### src/rtl/wuls_pkg.sv
package wuls_pkg;

	// display size used for the visibility flag
	localparam int DISP_WIDTH  = 128;
	localparam int DISP_HEIGHT = 32;

	// coordinate, accumulator and shade widths
	localparam int CW      = 12;
	localparam int ACC_W   = 32;
	localparam int SHADE_W = 4;
	localparam int W_LSB   = ACC_W - SHADE_W;
	localparam logic [SHADE_W-1:0] SHADE_FULL = 4'hF;

	// depth of the command queue between front and back
	localparam int QDEPTH = 2;

	typedef enum logic [1:0] {
		KIND_STRAIGHT,
		KIND_YMAJOR,
		KIND_XMAJOR
	} kind_t;

	typedef enum logic [1:0] {
		ST_IDLE,
		ST_PAIR,
		ST_DIV
	} bst_t;

	// classified command handed from front to back
	typedef struct packed {
		logic          is_step;
		logic [2:0]    layer;
		logic [CW-1:0] x0;     // top endpoint
		logic [CW-1:0] y0;
		logic [CW-1:0] x1;     // bottom endpoint
		logic [CW-1:0] y1;
		logic [CW-1:0] minor;  // shorter axis length
		logic [CW-1:0] major;  // longer axis length
		kind_t         kind;
		logic          neg;    // x walks toward smaller values
		logic          point;  // both endpoints equal
	} cmd_t;

	// one pixel result
	typedef struct packed {
		logic [2:0]         layer;
		logic [CW-1:0]      x;
		logic [CW-1:0]      y;
		logic [SHADE_W-1:0] shade;
		logic               visible;
		logic               last;
		logic               done;
	} pix_t;

	// pixel lies inside the display
	function automatic logic on_display(input logic [CW-1:0] x, input logic [CW-1:0] y);
		logic xin;
		logic yin;
		xin = !x[CW-1] && ({1'b0, x} < (CW+1)'(DISP_WIDTH));
		yin = !y[CW-1] && ({1'b0, y} < (CW+1)'(DISP_HEIGHT));
		return xin && yin;
	endfunction

	function automatic pix_t make_pix(input logic [2:0] layer, input logic [CW-1:0] x,
			input logic [CW-1:0] y, input logic [SHADE_W-1:0] shade,
			input logic last, input logic done);
		pix_t p;
		p.layer   = layer;
		p.x       = x;
		p.y       = y;
		p.shade   = shade;
		p.visible = on_display(x, y);
		p.last    = last;
		p.done    = done;
		return p;
	endfunction

endpackage

### src/rtl/wu_antialiased_line_stepper_unit.sv
// Channel  Dir  Payload (low bit first)                               Marks
// s_       in   tdata: line_layer 3, start_x 12, start_y 12,          tuser: mode
//               end_x 12, end_y 12, zero fill 5
// m_       out  tdata: out_layer 3, pix_x 12, pix_y 12, shade 4,      tlast: last_of_item
//               visible 1                                             tuser: line_done
//
// A load emits the top endpoint from the back end; a Wu line then occupies the back end
// while the radix-2 divider forms the 32-bit error step, one quotient bit per cycle. A
// straight step emits one pixel, a Wu step two, one at a time through the single output
// register, which holds each pixel while the output is stalled.
// The two-entry command queue accepts items until full, also while the back end is busy
// or the output is stalled. arst_n clears all line state; the block comes up idle.
module wu_antialiased_line_stepper_unit (
	input  logic        clk,
	input  logic        arst_n,
	input  logic        s_tvalid,
	output logic        s_tready,
	input  logic [55:0] s_tdata,   // line_layer, start_x, start_y, end_x, end_y, zero fill
	input  logic        s_tuser,   // mode
	output logic        m_tvalid,
	input  logic        m_tready,
	output logic [31:0] m_tdata,   // out_layer, pix_x, pix_y, shade, visible
	output logic        m_tlast,   // last_of_item
	output logic        m_tuser    // line_done
);

	logic           q_valid;
	logic           q_pop;
	wuls_pkg::cmd_t q_cmd;
	wuls_pkg::pix_t pix;

	wuls_front u_front (
		.clk      (clk),
		.arst_n   (arst_n),
		.in_valid (s_tvalid),
		.in_ready (s_tready),
		.in_mode  (s_tuser),
		.in_layer (s_tdata[2:0]),
		.in_sx    (s_tdata[14:3]),
		.in_sy    (s_tdata[26:15]),
		.in_ex    (s_tdata[38:27]),
		.in_ey    (s_tdata[50:39]),
		.q_valid  (q_valid),
		.q_pop    (q_pop),
		.q_cmd    (q_cmd)
	);

	wuls_back u_back (
		.clk       (clk),
		.arst_n    (arst_n),
		.q_valid   (q_valid),
		.q_pop     (q_pop),
		.q_cmd     (q_cmd),
		.out_valid (m_tvalid),
		.out_ready (m_tready),
		.out_pix   (pix)
	);

	// pack the result item
	assign m_tdata = {pix.visible, pix.shade, pix.y, pix.x, pix.layer};
	assign m_tlast = pix.last;
	assign m_tuser = pix.done;

endmodule

### src/rtl/wuls_front.sv
module wuls_front (
	input  logic                    clk,
	input  logic                    arst_n,
	input  logic                    in_valid,
	output logic                    in_ready,
	input  logic                    in_mode,
	input  logic [2:0]              in_layer,
	input  logic [wuls_pkg::CW-1:0] in_sx,
	input  logic [wuls_pkg::CW-1:0] in_sy,
	input  logic [wuls_pkg::CW-1:0] in_ex,
	input  logic [wuls_pkg::CW-1:0] in_ey,
	output logic                    q_valid,
	input  logic                    q_pop,
	output wuls_pkg::cmd_t          q_cmd
);

	localparam int QAW = (wuls_pkg::QDEPTH > 1) ? $clog2(wuls_pkg::QDEPTH) : 1;
	localparam int QCW = $clog2(wuls_pkg::QDEPTH + 1);

	wuls_pkg::cmd_t cmd;
	wuls_pkg::cmd_t fifo_q [wuls_pkg::QDEPTH];
	logic [QAW-1:0] wr_ptr_q;
	logic [QAW-1:0] rd_ptr_q;
	logic [QCW-1:0] cnt_q;
	logic           push;
	logic           swap;
	logic [wuls_pkg::CW:0] dx_full;
	logic [wuls_pkg::CW:0] dy_full;
	logic [wuls_pkg::CW-1:0] adx;
	logic [wuls_pkg::CW-1:0] ady;

	// order endpoints top to bottom and classify the line
	always_comb begin
		swap    = $signed(in_sy) > $signed(in_ey);
		cmd.is_step = in_mode;
		cmd.layer   = in_layer;
		cmd.x0      = swap ? in_ex : in_sx;
		cmd.y0      = swap ? in_ey : in_sy;
		cmd.x1      = swap ? in_sx : in_ex;
		cmd.y1      = swap ? in_sy : in_ey;
		dx_full = {cmd.x1[wuls_pkg::CW-1], cmd.x1} - {cmd.x0[wuls_pkg::CW-1], cmd.x0};
		dy_full = {cmd.y1[wuls_pkg::CW-1], cmd.y1} - {cmd.y0[wuls_pkg::CW-1], cmd.y0};
		cmd.neg = dx_full[wuls_pkg::CW];
		adx     = dx_full[wuls_pkg::CW] ? wuls_pkg::CW'(-dx_full) : dx_full[wuls_pkg::CW-1:0];
		ady     = dy_full[wuls_pkg::CW-1:0];
		cmd.point = (adx == '0) && (ady == '0);
		if (adx == '0 || ady == '0 || adx == ady) begin
			cmd.kind  = wuls_pkg::KIND_STRAIGHT;
			cmd.major = (adx > ady) ? adx : ady;
			cmd.minor = (adx > ady) ? ady : adx;
		end else if (ady > adx) begin
			cmd.kind  = wuls_pkg::KIND_YMAJOR;
			cmd.major = ady;
			cmd.minor = adx;
		end else begin
			cmd.kind  = wuls_pkg::KIND_XMAJOR;
			cmd.major = adx;
			cmd.minor = ady;
		end
	end

	assign in_ready = (cnt_q != QCW'(wuls_pkg::QDEPTH));
	assign push     = in_valid && in_ready;
	assign q_valid  = (cnt_q != '0);
	assign q_cmd    = fifo_q[rd_ptr_q];

	// queue storage
	always_ff @(posedge clk) begin
		if (push) begin
			fifo_q[wr_ptr_q] <= cmd;
		end
	end

	// queue pointers
	always_ff @(posedge clk or negedge arst_n) begin
		if (!arst_n) begin
			wr_ptr_q <= '0;
			rd_ptr_q <= '0;
			cnt_q    <= '0;
		end else begin
			if (push) begin
				wr_ptr_q <= (wr_ptr_q == QAW'(wuls_pkg::QDEPTH - 1)) ? '0 : wr_ptr_q + 1'b1;
			end
			if (q_pop) begin
				rd_ptr_q <= (rd_ptr_q == QAW'(wuls_pkg::QDEPTH - 1)) ? '0 : rd_ptr_q + 1'b1;
			end
			if (push && !q_pop) begin
				cnt_q <= cnt_q + 1'b1;
			end else if (q_pop && !push) begin
				cnt_q <= cnt_q - 1'b1;
			end
		end
	end

endmodule

### src/rtl/wuls_div.sv
module wuls_div (
	input  logic                       clk,
	input  logic                       arst_n,
	input  logic                       start,
	input  logic [wuls_pkg::CW-1:0]    num,
	input  logic [wuls_pkg::CW-1:0]    den,
	output logic                       busy,
	output logic [wuls_pkg::ACC_W-1:0] quot
);

	localparam int NW = $clog2(wuls_pkg::ACC_W);

	logic [wuls_pkg::CW-1:0]    rem_q;
	logic [wuls_pkg::CW-1:0]    den_q;
	logic [wuls_pkg::ACC_W-1:0] quot_q;
	logic [NW-1:0]              cnt_q;
	logic                       busy_q;
	logic [wuls_pkg::CW:0]      rem_sh;
	logic                       ge;
	logic [wuls_pkg::CW:0]      rem_sub;

	// one quotient bit per cycle, restoring; remainder stays below den
	always_comb begin
		rem_sh  = {rem_q, 1'b0};
		ge      = rem_sh >= {1'b0, den_q};
		rem_sub = rem_sh - {1'b0, den_q};
	end

	always_ff @(posedge clk) begin
		if (start) begin
			rem_q  <= num;
			den_q  <= den;
			quot_q <= '0;
		end else if (busy_q) begin
			rem_q  <= ge ? rem_sub[wuls_pkg::CW-1:0] : rem_sh[wuls_pkg::CW-1:0];
			quot_q <= {quot_q[wuls_pkg::ACC_W-2:0], ge};
		end
	end

	always_ff @(posedge clk or negedge arst_n) begin
		if (!arst_n) begin
			busy_q <= 1'b0;
			cnt_q  <= '0;
		end else if (start) begin
			busy_q <= 1'b1;
			cnt_q  <= NW'(wuls_pkg::ACC_W - 1);
		end else if (busy_q) begin
			cnt_q <= cnt_q - 1'b1;
			if (cnt_q == '0) begin
				busy_q <= 1'b0;
			end
		end
	end

	assign busy = busy_q;
	assign quot = quot_q;

endmodule

### src/rtl/wuls_back.sv
module wuls_back (
	input  logic           clk,
	input  logic           arst_n,
	input  logic           q_valid,
	output logic           q_pop,
	input  wuls_pkg::cmd_t q_cmd,
	output logic           out_valid,
	input  logic           out_ready,
	output wuls_pkg::pix_t out_pix
);

	localparam int CW = wuls_pkg::CW;

	wuls_pkg::bst_t  state_q, state_d;
	wuls_pkg::kind_t kind_q, kind_d;
	logic            active_q, active_d;
	logic [CW-1:0]   cur_x_q, cur_x_d;
	logic [CW-1:0]   cur_y_q, cur_y_d;
	logic [CW-1:0]   stop_x_q, stop_x_d;
	logic [CW-1:0]   stop_y_q, stop_y_d;
	logic            neg_q, neg_d;
	logic [CW-1:0]   steps_q, steps_d;
	logic [wuls_pkg::ACC_W-1:0] acc_q, acc_d;
	logic [wuls_pkg::ACC_W-1:0] adj_q, adj_d;
	logic [2:0]      layer_q, layer_d;
	wuls_pkg::pix_t  pend_q, pend_d;
	wuls_pkg::pix_t  opix_q;
	logic            ovalid_q;

	logic            out_free;
	logic            emit;
	wuls_pkg::pix_t  emit_pix;
	logic            div_start;
	logic            div_busy;
	logic [wuls_pkg::ACC_W-1:0] div_quot;

	logic [CW-1:0]   dir;
	logic [wuls_pkg::ACC_W:0] acc_sum;
	logic            wrap;
	logic [wuls_pkg::SHADE_W-1:0] w;
	logic [CW-1:0]   main_x, main_y, nb_x, nb_y;
	logic [CW-1:0]   st_x, st_y;

	wuls_div u_div (
		.clk    (clk),
		.arst_n (arst_n),
		.start  (div_start),
		.num    (q_cmd.minor),
		.den    (q_cmd.major),
		.busy   (div_busy),
		.quot   (div_quot)
	);

	assign out_free = !ovalid_q || out_ready;

	// next pixel positions for straight and Wu steps
	always_comb begin
		dir     = neg_q ? '1 : CW'(1);
		acc_sum = {1'b0, acc_q} + {1'b0, adj_q};
		wrap    = acc_sum[wuls_pkg::ACC_W] || (adj_q == '0);
		w       = acc_sum[wuls_pkg::ACC_W-1:wuls_pkg::W_LSB];
		if (kind_q == wuls_pkg::KIND_YMAJOR) begin
			main_x = wrap ? cur_x_q + dir : cur_x_q;
			main_y = cur_y_q + CW'(1);
			nb_x   = main_x + dir;
			nb_y   = main_y;
		end else begin
			main_x = cur_x_q + dir;
			main_y = wrap ? cur_y_q + CW'(1) : cur_y_q;
			nb_x   = main_x;
			nb_y   = main_y + CW'(1);
		end
		st_x = (cur_x_q != stop_x_q) ? cur_x_q + dir : cur_x_q;
		st_y = (cur_y_q != stop_y_q) ? cur_y_q + CW'(1) : cur_y_q;
	end

	// sequencer: take a command, emit its pixels, run the divider on Wu loads
	always_comb begin
		state_d   = state_q;
		kind_d    = kind_q;
		active_d  = active_q;
		cur_x_d   = cur_x_q;
		cur_y_d   = cur_y_q;
		stop_x_d  = stop_x_q;
		stop_y_d  = stop_y_q;
		neg_d     = neg_q;
		steps_d   = steps_q;
		acc_d     = acc_q;
		adj_d     = adj_q;
		layer_d   = layer_q;
		pend_d    = pend_q;
		q_pop     = 1'b0;
		emit      = 1'b0;
		emit_pix  = pend_q;
		div_start = 1'b0;
		case (state_q)
			wuls_pkg::ST_IDLE: begin
				if (q_valid && out_free) begin
					q_pop = 1'b1;
					if (!q_cmd.is_step) begin
						// load a new line, emit its top endpoint
						layer_d  = q_cmd.layer;
						cur_x_d  = q_cmd.x0;
						cur_y_d  = q_cmd.y0;
						stop_x_d = q_cmd.x1;
						stop_y_d = q_cmd.y1;
						neg_d    = q_cmd.neg;
						acc_d    = '0;
						adj_d    = '0;
						kind_d   = q_cmd.kind;
						active_d = !q_cmd.point;
						steps_d  = q_cmd.point ? '0 : q_cmd.major;
						emit     = 1'b1;
						emit_pix = wuls_pkg::make_pix(q_cmd.layer, q_cmd.x0, q_cmd.y0,
							wuls_pkg::SHADE_FULL, 1'b1, q_cmd.point);
						if (!q_cmd.point && q_cmd.kind != wuls_pkg::KIND_STRAIGHT) begin
							div_start = 1'b1;
							state_d   = wuls_pkg::ST_DIV;
						end
					end else if (active_q && steps_q != '0) begin
						if (kind_q == wuls_pkg::KIND_STRAIGHT) begin
							cur_x_d  = st_x;
							cur_y_d  = st_y;
							steps_d  = steps_q - CW'(1);
							active_d = (steps_q != CW'(1));
							emit     = 1'b1;
							emit_pix = wuls_pkg::make_pix(layer_q, st_x, st_y,
								wuls_pkg::SHADE_FULL, 1'b1, steps_q == CW'(1));
						end else if (steps_q == CW'(1)) begin
							// bottom endpoint closes the line
							steps_d  = '0;
							active_d = 1'b0;
							cur_x_d  = stop_x_q;
							cur_y_d  = stop_y_q;
							emit     = 1'b1;
							emit_pix = wuls_pkg::make_pix(layer_q, stop_x_q, stop_y_q,
								wuls_pkg::SHADE_FULL, 1'b1, 1'b1);
						end else begin
							// Wu pair: main pixel now, neighbor from ST_PAIR once the output is free
							acc_d    = acc_sum[wuls_pkg::ACC_W-1:0];
							cur_x_d  = main_x;
							cur_y_d  = main_y;
							steps_d  = steps_q - CW'(1);
							emit     = 1'b1;
							emit_pix = wuls_pkg::make_pix(layer_q, main_x, main_y,
								w ^ wuls_pkg::SHADE_FULL, 1'b0, 1'b0);
							pend_d   = wuls_pkg::make_pix(layer_q, nb_x, nb_y, w, 1'b1, 1'b0);
							state_d  = wuls_pkg::ST_PAIR;
						end
					end
				end
			end
			wuls_pkg::ST_PAIR: begin
				if (out_free) begin
					emit     = 1'b1;
					emit_pix = pend_q;
					state_d  = wuls_pkg::ST_IDLE;
				end
			end
			wuls_pkg::ST_DIV: begin
				if (!div_busy) begin
					adj_d   = div_quot;
					state_d = wuls_pkg::ST_IDLE;
				end
			end
			default: begin
				state_d = wuls_pkg::ST_IDLE;
			end
		endcase
	end

	// line state
	always_ff @(posedge clk or negedge arst_n) begin
		if (!arst_n) begin
			state_q  <= wuls_pkg::ST_IDLE;
			kind_q   <= wuls_pkg::KIND_STRAIGHT;
			active_q <= 1'b0;
			cur_x_q  <= '0;
			cur_y_q  <= '0;
			stop_x_q <= '0;
			stop_y_q <= '0;
			neg_q    <= 1'b0;
			steps_q  <= '0;
			acc_q    <= '0;
			adj_q    <= '0;
			layer_q  <= '0;
			ovalid_q <= 1'b0;
		end else begin
			state_q  <= state_d;
			kind_q   <= kind_d;
			active_q <= active_d;
			cur_x_q  <= cur_x_d;
			cur_y_q  <= cur_y_d;
			stop_x_q <= stop_x_d;
			stop_y_q <= stop_y_d;
			neg_q    <= neg_d;
			steps_q  <= steps_d;
			acc_q    <= acc_d;
			adj_q    <= adj_d;
			layer_q  <= layer_d;
			if (emit) begin
				ovalid_q <= 1'b1;
			end else if (out_ready) begin
				ovalid_q <= 1'b0;
			end
		end
	end

	// pixel payload
	always_ff @(posedge clk) begin
		pend_q <= pend_d;
		if (emit) begin
			opix_q <= emit_pix;
		end
	end

	assign out_valid = ovalid_q;
	assign out_pix   = opix_q;

endmodule

### config.mk
export PLATFORM = sky130hd
export DESIGN_NAME = wu_antialiased_line_stepper_unit
export DESIGN_NICKNAME = d
export VERILOG_FILES = /design/src/rtl/wuls_pkg.sv /design/src/rtl/wu_antialiased_line_stepper_unit.sv /design/src/rtl/wuls_front.sv /design/src/rtl/wuls_div.sv /design/src/rtl/wuls_back.sv
export SDC_FILE = /design/constraint.sdc
export NUM_CORES = 1
export LEC_CHECK = 0
export ABC_AREA = 1
export BUFFER_PORTS_ARGS = -buffer_cell sky130_fd_sc_hd__buf_2
export CELL_PAD_IN_SITES_DETAIL_PLACEMENT = 0
export CELL_PAD_IN_SITES_GLOBAL_PLACEMENT = 2
export CORE_ASPECT_RATIO = 1.75
export CORE_UTILIZATION = 38
export DETAILED_ROUTE_END_ITERATION = 8
export PLACE_DENSITY_LB_ADDON = 0.1
export REMOVE_ABC_BUFFERS = 1
export SLEW_MARGIN = 20
export SYNTH_ARGS = -nofsm -noshare
export SYNTH_HDL_FRONTEND = slang
export SYNTH_SLANG_ARGS = --single-unit
### constraint.sdc
create_clock -name clk -period 5.15 [get_ports clk]
set_input_delay 0.2575 -clock clk [delete_from_list [all_inputs] [get_ports clk]]
set_output_delay 0.2575 -clock clk [all_outputs]
set_load 0.01 [all_outputs]
==> results.ini <==
[timing]
drv_slew=0
final.min_clock_period_ns=4.78
finalCritPeriodShare_pct=92.8
fmax_ghz=0.209
max-slew-margin-rel_pct=26.7
hold_viol=0
setup_tns_ns=0
worst_pin_slew_ns=1.09
rsz0062_at_grt=no
whs_ns=0.0497
setup_violations=0
fin_ws_ns=0.373
fin_skew_ns=0.0218

[critical_path]
critPathRequiredTime_ns=5.48
startpoint_type=flop
critPathKind=reg2reg
rr_worst_depth=26
r2r-start=u_back.adj_q[0]
cp_max_fo=35
r2r_end=u_back.pend_q[2]
r2r_slack_ns=0.37
end_kind=flop
worstPathArrival_ns=5.11

[final_layout]
n_fill_cell=6534
final_common_cell=nand2_1
drive_gt1_share_pct=12.3
diodes=0
seq_area_mm2=0.0118
instances_no_fill=4079
fin_nets=3395
area_growth_pct=14.8
multi_input_area_mm2=0.0114
final_cell_mix=nand2_1 (829), inv_1 (324), nor2_1 (253), edfxtp_1 (250), o21ai_0 (222)

[routing]
via_per_inst=5.19
wl_um=77900
met3_length_um=2730
wl_per_cell_um=19.1
dr.pass1.iters=5
routed-via-count=21153
m1WireLength_um=30200
met2_length_um=41800
drt_iter0_markers=1097
final_antenna_net_count=0
top_layer=met4
post-route-drc-count=0

[floorplanning]
io_pins=97
floorplan.initialDensity_pct=38.6
fp.dieW_um=195
die-area_mm2=0.0665
die_y_um=340
core_area_mm2=0.0645
rows=123

[logic_synthesis]
dominantRegCellSynth=edfxtp_1
ys_seq_elements=426
ys_seq_area_share_pct=47.3
syn_area_per_cell_um2=8.12
synth_cells=3061
synthesis.area_mm2=0.0249
async_flop_share_pct=33.8
yosysWarnings=0
synth_cell_types=63
synth_edf_count=250

[place]
place.gp.congestion=0.927
dp_cells=3994
dp.final_hpwl_um=59300
port_buffers=91
post-place-ws_ns=0.0108

[global_routing]
grt-ovfl-total=0
grt_use_total_pct=23.6
grt_pass1_vias=21400
grt_max_degree=75
grt_first_pass_wirelength_um=121000
antenna_found_initial=0

[clock_network]
clock-sinks=426
clk-insertion-delay-late_ns=0.59
cts_root_buf=clkbuf_16
cts.path.max_buffers=3
post-cts-setup-buffers=0
cts_tree=yes
ctsHtreeMaxLevel=2
clk_pin_slew_ns=0.07
cts_buffers=43

[run_status]
status=complete, no violations

[min_path]
holdCritPathClass=in2reg
hp-start=m_tready
worstHoldPathCells=4
min_to=u_back.state_q[0]

[run]
maxCapViolCount=0

## per-layer routing
| metal | track usage (%) | vias to the layer above |
|---|---|---|
| met2 | 45.5 | 481 |
| li1 | - | 10622 |
| met5 | 0 | - |
| met3 | 2.20 | 121 |
| met1 | 26.0 | 9929 |
| met4 | 10.2 | 0 |
## layout make-up
cell class | instances | area share [%]
inverter | 344 | 4.53
tap | 812 | 3.56
clock buffer | 53 | 4.19
timing repair buffer | 233 | 5.53
multi-input combinational | 2184 | 40.1
sequential | 426 | 41.2
clock inverter | 27 | 0.938
## worst max path at each step
stage	start	endpoint	slack, ns	cells past startpoint
final	u_back.adj_q[0]	u_back.pend_q[2]	0.37	26
after detailed placement	s_tdata[48]	u_front.fifo_q[0][12]	0.01	33
after global routing	u_back.adj_q[0]	u_back.pend_q[2]	0.04	30
after global placement	s_tdata[48]	u_front.fifo_q[0][12]	0.07	33
after CTS	u_back.adj_q[0]	u_back.pend_q[2]	0.09	29
after floorplan	u_front.rd_ptr_q	u_back.u_div.rem_q[0]	-3.91	9
## critical path: stages (launching register included)
cell and delay (ns):
dfrtp_1 0.39, ha_1 0.24, fa_1 0.46, nand3_1 0.09
nand2_1 0.08, nand2_1 0.07, nand2_1 0.13, a21oi_2 0.25
inv_2 0.08, nand2_1 0.08, nand2_2 0.12, nand3_1 0.11
nand3_2 0.09, buf_12 0.17, buf_4 0.25, nand2_1 0.09
o21ai_0 0.12, ha_1 0.39, nand2_1 0.14, nor2_1 0.16
nand2_1 0.06, o21ai_0 0.34, xnor2_1 0.15, a21boi_0 0.24
nor2_1 0.07, nand3_1 0.10, nor2_1 0.05
## stage by stage
step	cell area, µm²	utilization [%]
2_1_floorplan	24400	-
3_3_place_gp	27000	41.9
3_5_place_dp	27000	41.9
4_1_cts	28500	44.2
5_1_grt	28500	44.2
6_report	28500	44.2
## cell families after synthesis
kind of cell / count (synthesis) / share of synthesized area, %
DFF: 426 / 47.3
buffers and inverters: 451 / 7.06
AOI/OAI and AO/OA: 615 / 14.0
adders and majority gates: 102 / 5.25
muxes: 18 / 0.725
and+or+nand+nor: 1375 / 23.1
xor gates and xnor gates: 74 / 2.67
## sequential cells by signal, indices dropped and copies added (netlist names), 32 cells and up
name,count
u_back.acc_q,32
u_back.adj_q,32
u_back.out_pix,34
u_back.pend_q,32
u_back.u_div.quot,32
u_front.fifo_q,160
## Yosys cell counts, types with 25 or more instances
cell	count	area, µm²
a21oi_1	196	981
a31oi_1	35	219
clkbuf_1	84	315
dfrtp_1	144	3600
dfxtp_1	32	641
edfxtp_1	250	7510
ha_1	98	1230
inv_1	326	1220
nand2_1	830	3120
nand3_1	149	746
nand4_1	32	200
nor2_1	259	972
o21ai_0	225	1130
o22ai_1	41	257
xnor2_1	25	219
xor2_1	47	412
## timing repair
action,CTS,global route
setup endpoints to repair,0,2
hold buffers,5,0
resized for setup,0,5
endpoints found under the hold margin,80,0
Power is left out: the tool's default activity adds up to more than one toggle a clock period on the data nets, which glitch-free logic cannot reach.
